## src/hw/rtl/gn3_pkg.sv

```systemverilog
// Shared types and constants for the 3D gradient noise block.
`timescale 1ns / 1ps

package gn3_pkg;

    // Op field codes
    localparam logic [1:0] OP_GRAD  = 2'd0;
    localparam logic [1:0] OP_PERM  = 2'd1;
    localparam logic [1:0] OP_EVAL  = 2'd2;
    localparam logic [1:0] OP_SPARE = 2'd3;

    // Widest lattice index carried in a queue word (4096-entry tables)
    localparam int CELL_W = 12;
    // Raw position fraction, left aligned in 16 bits
    localparam int FRAC16_W = 16;

    typedef enum logic [1:0] {
        KIND_GRAD,
        KIND_PERM,
        KIND_EVAL
    } item_kind_t;

    // One classified word between front and back
    typedef struct packed {
        item_kind_t                      kind;
        logic [7:0]                      index;
        logic [47:0]                     grad;     // {x, y, z}
        logic [7:0]                      perm;
        logic [2:0][CELL_W-1:0]          lattice;  // [0]=x .. [2]=z
        logic [2:0][FRAC16_W-1:0]        frac;
    } entry_t;

    typedef struct packed {
        logic valid;
        logic full;
    } queue_status_t;

    typedef enum logic [2:0] {
        BK_IDLE,
        BK_FADE,
        BK_CORNER,
        BK_LERP,
        BK_OUT
    } back_state_t;

    typedef struct packed {
        back_state_t state;
        logic        pop;
    } back_status_t;

endpackage

```

## src/hw/rtl/gn3_queue.sv

```systemverilog
// Two-entry queue of classified words between front and back.
`timescale 1ns / 1ps

module gn3_queue
    import gn3_pkg::*;
(
    input  logic          clk,
    input  logic          rst_n,
    input  logic          push,
    input  entry_t        push_entry,
    input  logic          pop,
    output entry_t        head,
    output queue_status_t status
);

    entry_t     slots_reg [2];
    logic       wr_ptr_reg;
    logic       rd_ptr_reg;
    logic [1:0] count_reg;
    logic [1:0] count_next;

    always_comb
    begin
        count_next = count_reg;
        if (push && !pop)
        begin
            count_next = count_reg + 2'd1;
        end
        else if (pop && !push)
        begin
            count_next = count_reg - 2'd1;
        end
    end

    always_ff @(posedge clk or negedge rst_n)
    begin
        if (!rst_n)
        begin
            wr_ptr_reg <= 1'b0;
            rd_ptr_reg <= 1'b0;
            count_reg  <= 2'd0;
        end
        else
        begin
            if (push)
            begin
                wr_ptr_reg <= ~wr_ptr_reg;
            end
            if (pop)
            begin
                rd_ptr_reg <= ~rd_ptr_reg;
            end
            count_reg <= count_next;
        end
    end

    always_ff @(posedge clk)
    begin
        if (push)
        begin
            slots_reg[wr_ptr_reg] <= push_entry;
        end
    end

    assign head         = slots_reg[rd_ptr_reg];
    assign status.valid = (count_reg != 2'd0);
    assign status.full  = (count_reg == 2'd2);

endmodule

```

## config.mk

```make
export PLATFORM = sky130hd
export DESIGN_NAME = gn3_queue
export DESIGN_NICKNAME = d
export VERILOG_FILES = /design/src/hw/rtl/gn3_pkg.sv /design/src/hw/rtl/gn3_queue.sv
export SDC_FILE = /design/constraint.sdc
export NUM_CORES = 1
export LEC_CHECK = 0
export ABC_AREA = 1
export BUFFER_PORTS_ARGS = -buffer_cell sky130_fd_sc_hd__buf_2
export CAP_MARGIN = 30
export CORE_MARGIN = 4
export CORE_UTILIZATION = 45
export CTS_CLUSTER_DIAMETER = 50
export DETAILED_ROUTE_END_ITERATION = 16
export PLACE_DENSITY = 0.73
export SYNTH_ARGS = -nofsm -noshare
export SYNTH_HDL_FRONTEND = slang
export SYNTH_SLANG_ARGS = --single-unit
```

## constraint.sdc

```tcl
create_clock -name clk -period 8.4 [get_ports clk]
set_clock_uncertainty 0.15 [all_clocks]
set_input_delay 2.1 -clock clk [delete_from_list [all_inputs] [get_ports clk]]
set_output_delay 2.1 -clock clk [all_outputs]
set_load 0.01 [all_outputs]
```

==> impl_metrics.ini <==
[worst_setup_path]
cp.arrival_ns = 2.94
critPathMaxFanout = 55
end_kind = output port
reg2reg_from = wr_ptr_reg$_DFFE_PN0P_
worstSetupStartpoint = rd_ptr_reg$_DFFE_PN0P_
crit_type = reg2out
crit_chain = buf_4 -> mux2_2 -> buf_2
start_kind = register
crit_slowest_cell = dfrtp_4
worstPathRequired_ns = 6.15
max_stage_delay_ns = 0.96

[drt]
drt_iter0_markers = 307
drc = 0
num_vias = 5694
drtPass1Iterations = 4
post_drt_wl_per_cell_um = 19.0
ant_nets = 0
drt_wl_total_um = 22300
via_per_inst = 4.85

[floorplan]
die_w_um = 167
coreArea_um2 = 24600
placementRows = 57
dieHeight_um = 167
initial_utilization = 0.463
dieArea_um2 = 27900
io_pins = 306

[power]
p_leak_nw = 5.68
p_per_area_nw_per_um2 = 347
peakVddDrop_uv = 320

[timing]
setup_tns_ns = 0
slew_violations = 0
grt_setup_unrepaired = false
finalSetupViolations = 0
slew_headroom = 0.353
hold_violations = 0
period_minus_slack_ns = 5.19
tightestPinTransition_ns = 0.970
fmax_ghz = 0.193
layout_worst_path_cycle_share = 0.618

[place]
dp_hpwl_um = 14600
place.port_buffers = 305
gp_congestion = 0.740
dp.cells = 1109

[logic_synthesis]
synth_edf_count = 300
yosysWarnings = 0
yosys.cell_types.count = 14
synthFlopType = edfxtp_1
synth-seq-area-share = 0.799
ys_async_sr_fraction = 0.0132
syn_nets = 647
yosys_register_bits = 304
syn_area_um2 = 11400
syn_area_per_cell_um2 = 23.2
syn-instance-count = 492

[global_routing]
grt_antenna_before_repair = 4
grt_pass1_vias = 6157
grt_max_degree = 84
grt_pass1_wl_um = 33600
grt_overflow = 0
grt_usage = 0.152

[clock_tree]
clk_pin_slew_ns = 0.05
clock-sinks = 304
worstSkewPairLatency_ns = 0.49
cts_buffers = 35
root_buffer = clkbuf_16
htree_num_levels = 2
ctsHoldBuffers = 0
clock_path_buffers = 3
cts_resized = 0
cts_tree = built
postCtsSetupRepairBufs = 0

[hold_path]
hold_path.class = reg2reg
worstHoldStart = count_reg[1]$_DFFE_PN0P_

[finish]
syn_to_final_growth_pct = 26.0
layout-drive-gt1-share = 0.609
fillers = 1867
finalNonFillerCells = 1175
largest_reg_flops = 300
nets = 977

[run]
cap_violations = 0

[outcome]
status = finished, final reports clean
## layout by cell type, fill, tap and decap left out, types with 5 or more instances in the layout
cell,synthesis,final
inv_6,0,5
mux2_2,60,60
buf_4,0,5
edfxtp_1,300,300
mux2_4,90,90
nand2_1,6,6
clkbuf_16,0,35
clkbuf_1,0,7
inv_1,7,6
buf_2,6,305
clkinv_2,0,5
## stage by stage
step / setup WS [ns] / hold slack, ns / cell area, um2 / util / total power [mW]
floorplan: 1.79 / 0.292 / 11400 / - / 3.14
global placement: 3.71 / 0.313 / 13200 / 0.538 / 3.57
detailed placement: 3.69 / 0.326 / 13200 / 0.538 / 3.60
CTS: 3.15 / 0.342 / 14400 / 0.583 / 5.06
global route: 3.08 / 0.404 / 14400 / 0.583 / 5.23
finish: 3.21 / 0.345 / 14400 / 0.583 / 4.98
## report_power, final
group	total, mW	internal, mW	switching (mW)
registers	2.14	2.02	0.124
clock network	1.45	0.872	0.574
logic	1.40	0.693	0.704
## path summary, 6_finish.rpt
path	end	slack, ns	cells after the start
worst max-delay path	head[10]	3.21	3
worst min-delay path	count_reg[1]$_DFFE_PN0P_	0.34	2
worst max register to register	slots_reg[1][10]$_DFFE_PP_	5.77	3
worst min register to register	count_reg[1]$_DFFE_PN0P_	0.34	2
max in group asynchronous	rd_ptr_reg$_DFFE_PN0P_	6.70	1
min in group asynchronous	wr_ptr_reg$_DFFE_PN0P_	1.26	1
## layer usage
metal / up-vias / GRT usage / share of wire
li1: 2615 / - / -
met1: 2787 / 0.186 / 0.39
met2: 251 / 0.258 / 0.50
met3: 37 / 0.0504 / 0.089
met4: 4 / 0.0490 / 0.021
met5: - / 0 / 0.00099
## area by class of cell
cell class                      count  area, um2  share of cell area
Inverter                            7       31.3             0.00218
Clock buffer                       42        902              0.0628
Timing Repair Buffer              310       1560               0.109
Clock inverter                     22        221              0.0154
Tap cell                          324        405              0.0282
Multi-Input combinational cell    164       2110               0.147
Sequential cell                   304       9110               0.635
Antenna cell                        2       5.00            0.000349
## cells by family (layout without fill, tap and decap cells)
logic type,count (synthesis),after routing,synth area share
XOR/XNOR,3,3,0.00231
adder cells (fa/ha/maj),1,1,0.00110
buffers and inverters,24,381,0.0158
flip-flops,304,304,0.799
multiplexers,150,150,0.178
other,0,2,0
AND/OR/NAND/NOR,10,10,0.00362
## cells in the mapped netlist, types with 2 or more instances
cell type	count	area, um2
inv_1	7	26.3
xor2_1	2	17.5
edfxtp_1	300	9010
buf_6	11	124
mux2_2	60	676
dfrtp_1	4	100
mux2_4	90	1350
nand2_1	6	22.5
nor2_1	2	7.51
buf_2	6	30.0
## critical path, delay by kind of cell, from the launching register on
kind                   cells  cell delay [ns]
muxes                      1             0.44
DFF                        1             0.96
buffers and inverters      2             1.00
No activity file was read; power rests on OpenSTA's default activity.
